===== src/rtl/fbq_pkg.sv =====
// Package for the three-level feedback queue scheduler.
// Holds the transaction structs, the job record, operation codes and sequencer states.
// No dependencies; used by fbq_qptr, the top level and the testbench.
`default_nettype none

package fbq_pkg;

    // Default sizes handed to the top level.
    localparam int MAX_JOBS_DEF  = 16;
    localparam int MAX_TICKS_DEF = 16;

    // Operation codes of an input transaction.
    localparam logic [1:0] OP_ADD   = 2'd0;
    localparam logic [1:0] OP_TICK  = 2'd1;
    localparam logic [1:0] OP_BOOST = 2'd2;

    // Configuration register indexes.
    localparam logic [1:0] CFG_QUANTUM_L1 = 2'd0;
    localparam logic [1:0] CFG_QUANTUM_L2 = 2'd1;

    // Queue level numbers as held in the job store (level one is zero).
    localparam logic [1:0] LVL_ONE   = 2'd0;
    localparam logic [1:0] LVL_TWO   = 2'd1;
    localparam logic [1:0] LVL_THREE = 2'd2;

    // Reset values of the quanta.
    localparam logic [15:0] QUANTUM_L1_RST = 16'd2;
    localparam logic [15:0] QUANTUM_L2_RST = 16'd4;

    typedef struct packed {
        logic [1:0]  op;
        logic [15:0] job_id;
        logic [15:0] burst_time;
        logic [4:0]  tick_count;
    } in_item_t;

    typedef struct packed {
        logic        accepted;
        logic [4:0]  boosted_count;
        logic        running_valid;
        logic [15:0] running_id;
        logic [1:0]  running_level;
        logic        finished_valid;
        logic [15:0] finished_id;
        logic [31:0] finish_time;
        logic [31:0] turnaround;
        logic [31:0] waiting_time;
        logic        last;
    } out_item_t;

    typedef struct packed {
        logic [15:0] id;
        logic [15:0] burst;
        logic [15:0] remaining;
        logic [15:0] used;
        logic [31:0] arrival;
    } job_t;

    // One push and one pop request to the queue pointer unit.
    typedef struct packed {
        logic       push_en;
        logic [1:0] push_lvl;
        logic       pop_en;
        logic [1:0] pop_lvl;
    } qop_t;

    typedef enum logic [2:0] {
        ST_IDLE,
        ST_EVAL,
        ST_SEL,
        ST_LOAD,
        ST_RUN,
        ST_BRD,
        ST_BWR,
        ST_EMIT
    } state_t;

endpackage

`default_nettype wire


===== src/rtl/fbq_qptr.sv =====
// Head pointers and fill counts of the three circular job queues.
// Depends on fbq_pkg for the push and pop request struct.
`default_nettype none

module fbq_qptr #(
    parameter int MAX_JOBS = fbq_pkg::MAX_JOBS_DEF
) (
    input  wire logic                                    aclk,
    input  wire logic                                    aresetn,
    input  wire fbq_pkg::qop_t                           qop,
    output logic [2:0][$clog2(MAX_JOBS+1)-1:0]           cnt,
    output logic [2:0][$clog2(MAX_JOBS)-1:0]             head,
    output logic [2:0][$clog2(MAX_JOBS)-1:0]             tail
);

    localparam int IW = $clog2(MAX_JOBS);
    localparam int CW = $clog2(MAX_JOBS + 1);

    logic [2:0][IW-1:0] head_reg, head_next;
    logic [2:0][CW-1:0] cnt_reg, cnt_next;
    logic [2:0][IW:0]   tail_sum;

    // Tail slot is head plus count, wrapped once around the ring.
    always_comb begin
        for (int l = 0; l < 3; l++) begin
            tail_sum[l] = (IW+1)'(head_reg[l]) + (IW+1)'(cnt_reg[l]);
            if (tail_sum[l] >= (IW+1)'(MAX_JOBS)) begin
                tail[l] = IW'(tail_sum[l] - (IW+1)'(MAX_JOBS));
            end else begin
                tail[l] = IW'(tail_sum[l]);
            end
        end
    end

    // Pointer and count updates for one push and one pop.
    always_comb begin
        head_next = head_reg;
        cnt_next  = cnt_reg;
        if (qop.push_en) begin
            cnt_next[qop.push_lvl] = cnt_reg[qop.push_lvl] + CW'(1);
        end
        if (qop.pop_en) begin
            cnt_next[qop.pop_lvl] = cnt_reg[qop.pop_lvl] - CW'(1);
            if (head_reg[qop.pop_lvl] == IW'(MAX_JOBS - 1)) begin
                head_next[qop.pop_lvl] = '0;
            end else begin
                head_next[qop.pop_lvl] = head_reg[qop.pop_lvl] + IW'(1);
            end
        end
    end

    always_ff @(posedge aclk) begin
        if (!aresetn) begin
            head_reg <= '0;
            cnt_reg  <= '0;
        end else begin
            head_reg <= head_next;
            cnt_reg  <= cnt_next;
        end
    end

    assign cnt  = cnt_reg;
    assign head = head_reg;

    // A push and a pop in one cycle always address different queues.
    assert property (@(posedge aclk) disable iff (!aresetn)
        (qop.push_en && qop.pop_en) |-> (qop.push_lvl != qop.pop_lvl))
        else $error("push and pop on the same queue");

endmodule

`default_nettype wire


===== config.mk =====
export PLATFORM = sky130hd
export DESIGN_NAME = fbq_qptr
export DESIGN_NICKNAME = d
export VERILOG_FILES = /design/src/rtl/fbq_pkg.sv /design/src/rtl/fbq_qptr.sv
export SDC_FILE = /design/constraint.sdc
export NUM_CORES = 1
export LEC_CHECK = 0
export ABC_AREA = 1
export BUFFER_PORTS_ARGS = -buffer_cell sky130_fd_sc_hd__buf_2
export CORE_ASPECT_RATIO = 1.5
export CORE_MARGIN = 2
export CORE_UTILIZATION = 30
export CTS_BUF_LIST = sky130_fd_sc_hd__clkbuf_4
export DETAILED_ROUTE_END_ITERATION = 6
export PLACE_DENSITY = 0.58
export SYNTH_ARGS = -nofsm -noshare
export SYNTH_HDL_FRONTEND = slang
export SYNTH_SLANG_ARGS = --single-unit

===== constraint.sdc =====
create_clock -name aclk -period 1.8 [get_ports aclk]
set_input_delay 0.36 -clock aclk [delete_from_list [all_inputs] [get_ports aclk]]
set_output_delay 0.36 -clock aclk [all_outputs]
set_load 0.02 [all_outputs]

==> metrics.txt <==
run status=finished, violations left; violated checks=setup timing; Slew HR=71.0%; Synth cell types=30; mapped cell area=2160 sq um; Pre-antenna DRT Iters=4; synthesis-to-finish area growth=40.0%; crit path kind=register to output port; DR WL/cell=15.6 um; antenna viol nets, final=0; CP Launch Point=cnt[0]; Synth Instances=321; max reg flops=15; Hold Path Class=input pin to register; worst slew pin tran=0.434 ns; Yosys top cell area share=25.0%; Rows=37; hold worst-path end=head[3]; Net count, final=430; cell accounting for the most synthesized area=dfxtp_1; max-cap violation count=0; R2R Path End=cnt[7]; vias in the first global route=2508; Required @ worst endpoint=1.44 ns; initial core utilization=31.1%; maximum vdd ir drop=0.000296 V; maximum net fanout on the critical path=2; Avg Synthesized Cell Area=6.74 sq um; CP endpoint kind=output port; Max Buffers Root-to-Sink=2; RR Startpoint=cnt[5]; DP HPWL=5810 um; Synth Area in XOR/XNOR=4.46%; CTS tree=done; All-Layer GR Usage=20.0%; type of origin of the critical path=register; detailed-route wire length=7570 um; Adder-Cell Fraction of Synth Area=9.72%; initial antenna violation count=0; global placement routability congestion=0.891; Syn Nets=344; sequential area share after synthesis=25.0%; # diodes=0; ranking of synthesized cells by area=dfxtp_1 25%, nand2_1 13%, nand3_1 10%; drc violations=0; clock transition at the registers of the reported paths=0.15 ns; largest net degree at the start of global routing=26; Worst-Skew Late Latency=0.33 ns; Port Buffers=46; Synth Area in Simple Gates=37.4%; htree depth=1; largest family of logic cells by synthesized area=simple AND/OR/NAND/NOR gates; min-delay src=qop[2]; hold slack=0.431 ns; Placed Cells=466; Die Height=108 um; Final Non-Filler Cells=484; full die area=7920 sq um; post-synthesis compound-gate area fraction=13.1%; hold depth=5; cell area power density=539 nW/um^2; YS warnings=0; Die X=73.3 um; R2R Setup Slk=0.14 ns; first-pass GRT wire length=12200 um; pre-CTS setup slack=-0.174 ns; CTS hold repair buffers=0; root buffer cell=clkbuf_4; I/O pin count=47; Static Leak=0.00155 uW; CTS Buf Count=3; Max Fclk=528 MHz; period utilization=105%; vias=2466; RSZ-0062 raised after global routing=true; clk sinks=27; Final Setup Violations=7; skew final=0.00835 ns; Slew Limit Fails=0; R2R cell count=13; fraction of layout cells with a size suffix above 1=40.4%; vias per cell=5.10; post-layout util=43.6%; crit path DAT=1.53 ns; Overflow after GRT=0; DR iter-0 viols=159; min Tclk post-route=1.89 ns; final hold viol count=0; post-route setup slack=-0.0933 ns; Synth Register Bits=27; mux share of post-synthesis cell area=0%; core area=6940 sq um
[layout make-up]
type	instances	area, sq um
flip-flops and latches	27	593
fillers	724	3920
repair buffers	86	577
well taps	78	97.6
clock buffers	4	30.0
inverters	48	185
multi-input cells	241	1540
[cells in the final DEF, fill, tap and decap left out, drive strengths merged]
| master | netlist | final |
|---|---|---|
| inv | 48 | 48 |
| nand2 | 81 | 81 |
| nor2 | 27 | 27 |
| ha | 12 | 12 |
| nor3 | 1 | 1 |
| o221ai | 1 | 1 |
| o21ai | 27 | 27 |
| xor2 | 4 | 4 |
| nand4 | 3 | 3 |
| fa | 3 | 3 |
| dfxtp | 27 | 27 |
| a21oi | 24 | 24 |
| clkbuf | 2 | 4 |
| nand3 | 48 | 48 |
| o211ai | 2 | 2 |
| or2 | 1 | 1 |
| buf | 3 | 86 |
| xnor2 | 7 | 7 |
[power breakdown]
part / internal, uW / switching (uW) / total (uW)
clock network: 102 / 187 / 289
logic: 269 / 391 / 660
registers: 629 / 53.7 / 682
total: 1000 / 632 / 1630
[stage by stage]
step	instance area, sq um	TNS [ns]	power (uW)
after floorplan	2160	0	1050
after global placement	2660	-1.13	1260
after detailed placement	2660	-1.23	1260
after CTS	2980	-0.534	1620
after global routing	3030	-1.01	1730
final	3030	-0.568	1630
[cell families (layout without fill, tap and decap cells)]
| family | after synthesis | in the layout |
|---|---|---|
| simple gates | 161 | 161 |
| xor+xnor | 11 | 11 |
| fa+ha+maj | 15 | 15 |
| buf+inv | 53 | 138 |
| compound gates | 54 | 54 |
| flops | 27 | 27 |
[timing repair]
item / CTS / global route
setup buffers: 11 / 3
resized for setup: 55 / 10
endpoints found under the setup margin: 9 / 17
pin swaps: 9 / 11
[cell usage after synthesis]
cell	count
nand2_1	73
nand3_1	43
inv_1	42
dfxtp_1	27
o21ai_0	25
a21oi_1	24
ha_1	12
nor2_1	12
nor2_2	11
xnor2_1	7
nand2_2	6
nand3_2	5
inv_2	4
xor2_1	4
fa_1	3
nand4_1	3
nor2_4	3
buf_2	2
inv_4	2
nand2_4	2
o211ai_1	2
buf_6	1
clkbuf_1	1
clkbuf_8	1
nor2_8	1
nor3_4	1
o21ai_1	1
o21ai_2	1
o221ai_1	1
or2_1	1
[worst max-delay path by stage]
stage / cells after the start / to / slack (ns)
global placement: 9 / head[1] / -0.17
floorplan: 14 / cnt[12] / 0.06
global route: 4 / tail[2] / -0.15
CTS: 4 / tail[2] / -0.11
detailed placement: 9 / head[1] / -0.17
finish: 3 / tail[1] / -0.09
[routing by layer]
| layer | global-route usage, % | routed length [um] | vias to the layer above |
|---|---|---|---|
| met5 | 0 | 0 | - |
| met4 | 9.09 | 286 | 0 |
| met2 | 36.2 | 3890 | 85 |
| li1 | - | - | 1219 |
| met1 | 22.7 | 2950 | 1144 |
| met3 | 2.61 | 436 | 18 |
[critical path, stage by stage (launching register included)]
cell and delay (ns):
dfxtp_4 0.38, ha_4 0.16, fa_2 0.53, buf_6 0.12
(Power assumes the default switching activity.)
