`src/rtl/fbq_ram.sv`:
```
// Generic single-write, single-read synchronous RAM with a registered read.
// No dependencies.
`default_nettype none

module fbq_ram #(
    parameter int WIDTH = 8,
    parameter int DEPTH = 16
) (
    input  wire logic                     aclk,
    input  wire logic                     we,
    input  wire logic [$clog2(DEPTH)-1:0] waddr,
    input  wire logic [WIDTH-1:0]         wdata,
    input  wire logic [$clog2(DEPTH)-1:0] raddr,
    output logic      [WIDTH-1:0]         rdata
);

    logic [WIDTH-1:0] mem [DEPTH];

    // Write port and registered read port.
    always_ff @(posedge aclk) begin
        if (we) begin
            mem[waddr] <= wdata;
        end
        rdata <= mem[raddr];
    end

endmodule

`default_nettype wire

```
`config.mk`:
```
export PLATFORM = sky130hd
export DESIGN_NAME = fbq_ram
export DESIGN_NICKNAME = d
export VERILOG_FILES = /design/src/rtl/fbq_ram.sv
export SDC_FILE = /design/constraint.sdc
export NUM_CORES = 1
export LEC_CHECK = 0
export BUFFER_PORTS_ARGS = -buffer_cell sky130_fd_sc_hd__clkbuf_2
export CAP_MARGIN = 15
export CORE_MARGIN = 3
export CORE_UTILIZATION = 45
export CTS_CLUSTER_DIAMETER = 80
export CTS_CLUSTER_SIZE = 28
export DETAILED_ROUTE_END_ITERATION = 10
export GPL_TIMING_DRIVEN = 0
export PLACE_DENSITY = 0.66
export SLEW_MARGIN = 20
export SYNTH_ARGS = -nofsm -noshare
export SYNTH_HDL_FRONTEND = slang
export SYNTH_SLANG_ARGS = --single-unit
```
`constraint.sdc`:
```
create_clock -name aclk -period 2 [get_ports aclk]
set_clock_uncertainty 0.15 [all_clocks]
set_input_delay 0.2 -clock aclk [delete_from_list [all_inputs] [get_ports aclk]]
set_output_delay 0.2 -clock aclk [all_outputs]
set_load 0.05 [all_outputs]
```
==> flow_summary.yaml, run 1 <==
routing:
  via_per_inst: 5.64
  first_iter_violations: 183
  drc: 0
  dr.pass1.iters: 4
  wl_um: 10100
  antenna_left: 0
  wire_per_inst_um: 23.9
  num_vias: 2395
power_and_ir_drop:
  p_leak_nw: 2.05
  power_per_cell_area_mw_per_mm2: 1140
  report.power.total_mw: 6.99
  ir_worst_vdd_uv: 650
clock_network:
  cts_hold_buf: 0
  cts_resized: 0
  cts.sinks: 136
  htreeDepth: 4
  cts.clk_slew.worst_paths_ns: 0.05
  tritoncts: "built"
  numCtsBuffers: 17
  post-cts-setup-buffers: 0
  clk_latency_ns: 0.41
  clockBufferDepth: 2
  clockRootBuffer: "clkbuf_16"
grt:
  track_usage_pct: 16.9
  grt.busiest_layer: "met2"
  met3_usage_pct: 5.35
  overflow: 0
  grt_pass1_vias: 2445
  use_met1_pct: 23.3
  grt_max_degree: 17
  met2_usage_pct: 26.3
  antenna_found_initial: 0
  grt_pass1_wl_um: 15100
floorplanning:
  io_pins: 26
  die_h_um: 113
  fp.coreArea_mm2: 0.0110
  die_w_um: 113
  start_util_pct: 46.7
  rows: 38
  dieArea_mm2: 0.0128
sta:
  timing.slew.headroom_pct: 47.8
  fin_crit_ns: 1.58
  fin_ws_ns: 0.419
  setup_viol: 0
  fin_crit_sh_pct: 79.0
  tightestPinTransition_ns: 0.779
  rsz0062_at_grt: "false"
  drv_slew: 0
  timing.fmax_mhz: 633
  hold_viol_final: 0
final_layout:
  drive_gt1_share_pct: 30.9
  fin_cells: 425
  nNetsFinal: 290
  design_area_mm2: 0.00612
  finalCoreUtilization_pct: 55.5
  diodes: 0
  syn_to_final_growth_pct: 18.9
logic_synthesis:
  synth_warnings: 0
  synth.area.top_cells: "edfxtp_1, mux4_2, mux4_1, dfxtp_1, a22oi_1"
  ys_ff_latch: 136
  synth_area_mm2: 0.00515
  synth_most_common_cell: "edfxtp_1"
  syn_avg_cell_area_um2: 22.5
  synth_flop_cell: "edfxtp_1"
  ys_types: 19
  syn_inst: 229
  synth-async-reset-ratio_pct: 0
  syn_nets: 247
  ys_seq_area_share_pct: 77.8
  synth-edff-count: 128
  synthTopCellsByCount: "edfxtp_1, mux4_2, a22oi_1"
  synth_top_area_cell: "edfxtp_1"
  synthDominantCellAreaShare_pct: 74.7
worst_setup_path:
  start_kind: "primary input"
  worst_setup_path_end_kind: "register"
  worstPathMaxFanout: 8
  critPathArrivalTime_ns: 1.47
  reg2reg_setup_slack_ns: 0.44
  cp.required_ns: 1.89
  path_class: "primary input to register"
placed_design:
  place_congestion: 0.715
  dpl.hpwl_um: 6030
  portBuffers: 24
  pre_cts_ws_ns: -0.0305
  placed_area_mm2: 0.00546
  dp_cells: 393
min_path:
  hold_class: "primary input to register"
outcome:
  outcome: "finished clean"
run:
  maxCapViolations: 0
-- per-stage QoR --
step | hold slack [ns] | TNS [ns]
after floorplan | 0.149 | 0
after global placement | 0.482 | -4.70
after detailed placement | 0.511 | -0.402
after CTS | 0.0792 | 0
after global routing | 0.107 | 0
final | 0.0845 | 0
-- layout make-up --
type,count,area (um2)
Fill cell,831,4910
Buffer,10,86.3
Sequential cell,136,4000
Clock inverter,14,219
Timing Repair Buffer,24,120
Multi-Input combinational cell,83,1080
Clock buffer,18,439
Tap cell,140,175
-- cells by family (layout without fill, tap and decap cells) --
family / Yosys count / after routing / synth area share, %
muxes: 32 / 32 / 15.0
AOI/OAI and AO/OA: 16 / 16 / 2.33
DFF: 136 / 136 / 77.8
buffers and inverters: 10 / 66 / 1.68
and+or+nand+nor: 35 / 35 / 3.18
-- metal layers --
layer,vias up,wire length (um)
li1,1064,-
met1,1269,4550
met2,58,5100
met3,4,438
met4,0,46
met5,-,0
-- cells in the final DEF (no fill, tap or decap), types with 3 or more instances in the layout --
cell type          n
clkinvlp_4         4
nor2_1            13
a22oi_1           16
dfxtp_1            8
mux4_2            18
buf_6              3
edfxtp_1         128
clkbuf_16         17
buf_2              3
clkbuf_2          24
inv_6              3
bufinv_16          5
nor3_2             4
mux4_1            14
nand2_1            9
clkdlybuf4s25_2    3
-- sequential cells by signal, indices dropped and copies added (netlist names) --
register,count
mem,128
rdata,8
-- final timing paths --
path                                start        end  cells past startpoint
worst max-delay path             waddr[2]  mem[3][1]                      3
worst min-delay path             wdata[6]  mem[6][6]                      1
worst max register to register  mem[5][1]   rdata[1]                      3
worst min register to register  mem[8][3]   rdata[3]                      3
-- worst max-delay path, cell delays in order --
cell and delay [ns]:
clkbuf_2 0.12, or3b_2 0.53, nor2_1 0.62
-- where the power goes --
| part | internal, mW | total (mW) | leakage, nW | switching [mW] |
|---|---|---|---|---|
| combinational | 0.126 | 0.371 | 0.523 | 0.244 |
| clock | 2.25 | 3.42 | 0.307 | 1.16 |
| sequential | 3.19 | 3.20 | 1.22 | 0.0162 |
| total | 5.57 | 6.99 | 2.05 | 1.42 |
(Power assumes the default switching activity.)
==> inputs of run 2 (changes only) <==
--- a/config.mk
+++ b/config.mk
@@ -5,6 +5,7 @@
 export SDC_FILE = /design/constraint.sdc
 export NUM_CORES = 1
 export LEC_CHECK = 0
+export ABC_AREA = 1
 export BUFFER_PORTS_ARGS = -buffer_cell sky130_fd_sc_hd__clkbuf_2
 export CAP_MARGIN = 15
 export CORE_MARGIN = 3
@@ -13,7 +14,7 @@
 export CTS_CLUSTER_SIZE = 28
 export DETAILED_ROUTE_END_ITERATION = 10
 export GPL_TIMING_DRIVEN = 0
-export PLACE_DENSITY = 0.66
+export PLACE_DENSITY = 0.68
 export SLEW_MARGIN = 20
 export SYNTH_ARGS = -nofsm -noshare
 export SYNTH_HDL_FRONTEND = slang
==> constraint.sdc (replaced) <==
create_clock -name aclk -period 1.3 [get_ports aclk]
set_clock_uncertainty 0.15 [all_clocks]
set_input_delay 0.13 -clock aclk [delete_from_list [all_inputs] [get_ports aclk]]
set_output_delay 0.13 -clock aclk [all_outputs]
set_load 0.05 [all_outputs]
==> flow_summary.yaml, run 2 <==
final_layout:
  diodes: 0
  top_register: "mem"
  nNetsFinal: 613
  reg_top3: "mem x128, rdata x8"
  mostFrequentLayoutCells: "nand2_1, edfxtp_1, inv_1"
  drive_gt1_share_pct: 13.5
  syn_to_final_growth_pct: 16.4
  design_area_mm2: 0.00671
  fillers: 1021
  final_common_cell: "nand2_1"
  largest_reg_flops: 128
worst_setup_path:
  start_kind: "primary input"
  worstPathMaxFanout: 8
  critPathArrivalTime_ns: 1.17
  path_class: "primary input to register"
  crit_path_top_delay_cell: "nor2_1"
  path_cells: "clkbuf_2 > nand3b_1 > nor2_1"
  worst_setup_path_end_kind: "register"
  cp.required_ns: 1.20
  slowest_delay_ns: 0.64
sta:
  holdWs_ns: 0.0129
  timing.fmax_mhz: 789
  fin_crit_ns: 1.27
  setup_tns_ns: 0
  tightestPinTransition_ns: 0.858
  fin_ws_ns: 0.0325
  hold_viol_final: 0
  timing.slew.headroom_pct: 42.6
  setup_viol: 0
  drv_slew: 0
  fin_crit_sh_pct: 97.5
  rsz0062_at_grt: "true"
floorplanning:
  fp.coreArea_mm2: 0.0123
  dieArea_mm2: 0.0142
  die_w_um: 119
  rows: 40
  io_pins: 26
  start_util_pct: 47.0
  die_h_um: 119
grt:
  track_usage_pct: 20.4
  grt_pass1_vias: 3786
  grt_pass1_wl_um: 21200
  grt_max_degree: 17
  antenna_found_initial: 0
  overflow: 0
logic_synthesis:
  synthDominantCellAreaShare_pct: 66.7
  syn_avg_cell_area_um2: 10.5
  syn_inst: 551
  synth_top_area_cell: "edfxtp_1"
  ys_types: 12
  ys_seq_area_share_pct: 69.4
  synth_area_mm2: 0.00577
  synthTopCellsByCount: "nand2_1, edfxtp_1, inv_1"
  synth_most_common_cell: "nand2_1"
  syn_nets: 569
  synth_flop_cell: "edfxtp_1"
  ys_ff_latch: 136
  synth_warnings: 0
  synth.area.top_cells: "edfxtp_1, nand2_1, nand3_1, inv_1, dfxtp_1"
  synth-edff-count: 128
  synth-async-reset-ratio_pct: 0
clock_network:
  clockRootBuffer: "clkbuf_16"
  clockBufferDepth: 2
  tritoncts: "built"
  cts.sinks: 136
  clk_latency_ns: 0.42
  cts.clk_slew.worst_paths_ns: 0.06
  numCtsBuffers: 17
  htreeDepth: 4
  post-cts-setup-buffers: 0
run:
  maxCapViolations: 0
outcome:
  outcome: "finished clean"
power_and_ir_drop:
  seqPwrFrac_pct: 47.7
  power_per_cell_area_mw_per_mm2: 1540
  power.share.switching_pct: 23.2
  ir_worst_vdd_uv: 766
  p_leak_nw: 2.90
  power_frac_comb_pct: 7.2
  p_int_mw: 7.93
  clkPwrFrac_pct: 45.1
  power.switching_mw: 2.40
min_path:
  hold_class: "primary input to register"
routing:
  wl_um: 13700
  via_per_inst: 5.06
  drc: 0
  dr.pass1.iters: 5
  wire_per_inst_um: 17.7
  antenna_left: 0
  num_vias: 3927
  first_iter_violations: 354
placed_design:
  dpl.hpwl_um: 8870
  place_congestion: 0.951
  placed_area_mm2: 0.00609
  portBuffers: 22
  pre_cts_ws_ns: -0.441
run 2: cell count changes in the layout (fill, tap and decap cells not counted), moves of 8 or more:
| cell | delta |
|---|---|
| buf_2 | +15 |
| nand3_1 | +96 |
| inv_1 | +100 |
| mux4_1 | -14 |
| clkbuf_2 | -8 |
| nand2_1 | +164 |
| a22oi_1 | -16 |
| mux4_2 | -18 |
run 2: metrics by stage:
step                      power, mW  cells  util (%)
final                          10.3    776      54.7
after global routing           10.7    776      54.7
after CTS                      10.4    776      54.6
after detailed placement       5.74    741      49.6
after global placement         5.73    741      49.6
after floorplan                5.46    551         -
run 2: power by group through the flow:
stage	Combinational, mW	Sequential, mW	Clock (mW)
3_5_place_dp	0.722	5.02	0
5_1_grt	0.806	4.93	4.93
6_report	0.747	4.93	4.65
3_3_place_gp	0.712	5.02	0
2_1_floorplan	0.346	5.12	0
4_1_cts	0.735	4.93	4.69
run 2: repair_timing:
action	in CTS	in global routing
hold buffers	3	0
gates resized for setup	1	10
endpoints found under the setup margin	8	59
endpoints found under the hold margin	3	0
run 2: per-layer routing:
layer	vias up	wire length (um)	track usage, %
met5	-	0	0
met4	0	434	9.20
met3	35	1210	5.32
met2	216	6350	30.5
met1	1809	5740	28.1
li1	1867	-	-
run 2: cell families after synthesis:
logic type | Yosys count | synth area share (%)
buf+inv | 126 | 9.52
flops | 136 | 69.4
simple gates | 289 | 21.0
run 2: final cells by class:
type	count	area [um2]	area share, %
Inverter	102	383	5.71
Buffer	24	166	2.48
Tap cell	168	210	3.13
Multi-Input combinational cell	289	1220	18.2
Timing Repair Buffer	25	143	2.13
Clock inverter	14	151	2.26
Clock buffer	18	429	6.40
Sequential cell	136	4000	59.7
run 2: final timing paths:
check	cells after the start	endpoint	from	slack (ns)
worst max-delay path	3	mem[6][4]	waddr[3]	0.03
worst min-delay path	1	mem[1][2]	wdata[2]	0.01
worst max register to register	6	rdata[6]	mem[6][6]	0.13
worst min register to register	6	rdata[2]	mem[2][2]	0.57
run 2: critical path, delay by kind of cell:
kind / cells / cell delay (ns)
and+or+nand+nor: 2 / 0.93
buffers and inverters: 1 / 0.11
==> inputs of run 3 (changes only) <==
--- a/config.mk
+++ b/config.mk
@@ -8,7 +8,7 @@
 export ABC_AREA = 1
 export BUFFER_PORTS_ARGS = -buffer_cell sky130_fd_sc_hd__clkbuf_2
 export CAP_MARGIN = 15
-export CORE_MARGIN = 3
+export CORE_ASPECT_RATIO = 0.6
 export CORE_UTILIZATION = 45
 export CTS_CLUSTER_DIAMETER = 80
 export CTS_CLUSTER_SIZE = 28
==> flow_summary.yaml, run 3 (synthesis gave the netlist of run 2 again) <==
outcome:
  outcome: "finished, violations left"
  violations: "negative setup slack"
final_layout:
  final_common_cell: "nand2_1"
  syn_to_final_growth_pct: 15.6
  nNetsFinal: 611
  multiInputGateArea_mm2: 0.00124
  drive_gt1_share_pct: 12.9
  diodes: 0
  design_area_mm2: 0.00666
  fillers: 1087
  top_register: "mem"
  mostFrequentLayoutCells: "nand2_1, edfxtp_1, inv_1"
  largest_reg_flops: 128
  seqCellArea_mm2: 0.00400
  reg_top3: "mem x128, rdata x8"
placed_design:
  pre_cts_ws_ns: -0.511
  place_congestion: 0.929
  placed_area_mm2: 0.00608
  dpl.hpwl_um: 10000
  portBuffers: 22
power_and_ir_drop:
  power_frac_comb_pct: 7.6
  clkPwrFrac_pct: 44.1
  seqPwrFrac_pct: 48.4
  power.share.switching_pct: 22.9
  power_per_cell_area_mw_per_mm2: 1530
  power.switching_mw: 2.34
  p_leak_nw: 2.88
  ir_worst_vdd_uv: 1150
  p_int_mw: 7.86
routing:
  antenna_left: 0
  num_vias: 4065
  wire_per_inst_um: 19.6
  drc: 0
  via_per_inst: 5.28
  wl_um: 15100
  dr.pass1.iters: 5
  first_iter_violations: 543
clock_network:
  cts.sinks: 136
  cts.clk_slew.worst_paths_ns: 0.06
  clk_latency_ns: 0.42
  post-cts-setup-buffers: 0
  htreeDepth: 4
  clockRootBuffer: "clkbuf_16"
  clockBufferDepth: 2
  tritoncts: "built"
  numCtsBuffers: 17
grt:
  track_usage_pct: 24.7
  overflow: 0
  grt_pass1_wl_um: 22300
  grt_pass1_vias: 3660
  grt_max_degree: 17
  antenna_found_initial: 0
sta:
  fin_ws_ns: -0.0670
  setup_viol: 16
  fin_crit_sh_pct: 105
  timing.fmax_mhz: 732
  tightestPinTransition_ns: 1.02
  fin_crit_ns: 1.37
  timing.slew.headroom_pct: 31.9
  rsz0062_at_grt: "true"
  hold_viol_final: 0
  drv_slew: 0
worst_setup_path:
  cp.required_ns: 1.19
  worst_setup_path_end_kind: "register"
  critPathArrivalTime_ns: 1.26
  worstPathMaxFanout: 8
  start_kind: "primary input"
  path_class: "primary input to register"
floorplanning:
  start_util_pct: 47.0
  die_h_um: 89.7
  die_w_um: 148
  fp.coreArea_mm2: 0.0123
  dieArea_mm2: 0.0133
  io_pins: 26
  rows: 31
run:
  maxCapViolations: 0
min_path:
  hold_class: "primary input to register"
-- run 3: power groups by stage --
stage	Clock (mW)	Sequential, mW	Combinational [mW]
6_report	4.50	4.93	0.772
5_1_grt	4.72	4.94	0.829
4_1_cts	4.49	4.93	0.749
3_5_place_dp	0	5.02	0.741
3_3_place_gp	0	5.02	0.726
2_1_floorplan	0	5.12	0.346
-- run 3: layout make-up --
class,count,share of cell area (%)
Multi-Input combinational cell,289,18.6
Inverter,102,5.75
Buffer,24,2.50
Clock inverter,12,1.65
Timing Repair Buffer,23,1.84
Tap cell,165,3.10
Sequential cell,136,60.1
Clock buffer,19,6.50
-- run 3: stage by stage --
| stage | std cells | hold WS [ns] | power, mW | utilization (%) | setup TNS [ns] |
|---|---|---|---|---|---|
| floorplan | 551 | 0.0789 | 5.46 | - | 0 |
| global placement | 738 | 0.402 | 5.74 | 49.6 | -42.05 |
| detailed placement | 738 | 0.411 | 5.76 | 49.6 | -48.48 |
| CTS | 770 | 0.00370 | 10.2 | 54.2 | -1.07 |
| global route | 770 | 0.0188 | 10.5 | 54.4 | -2.93 |
| finish | 770 | 0.0228 | 10.2 | 54.4 | -1.03 |
-- run 3: timing repair --
action / 4_1_cts / 5_1_grt
endpoints found under the hold margin: 2 / 0
resized for setup: 2 / 11
hold buffers: 1 / 0
endpoints found under the setup margin: 26 / 70
-- run 3: metal layers --
| layer | vias up | wire (um) | track usage, % |
|---|---|---|---|
| li1 | 1857 | - | - |
| met1 | 1934 | 6950 | 37.8 |
| met2 | 250 | 6120 | 33.1 |
| met3 | 24 | 1830 | 7.63 |
| met4 | 0 | 196 | 7.87 |
| met5 | - | 0 | 0 |
-- run 3: worst paths after layout --
check,slack (ns),end,cells past startpoint,from
max,-0.07,mem[6][7],3,waddr[3]
min reg2reg,0.56,rdata[1],6,mem[4][1]
max reg2reg,0.07,rdata[7],6,mem[10][7]
min,0.02,rdata[5],4,raddr[2]
-- run 3: critical path: stages --
cell      delay [ns]
clkbuf_2        0.11
nand3b_1        0.21
nor2_1          0.79
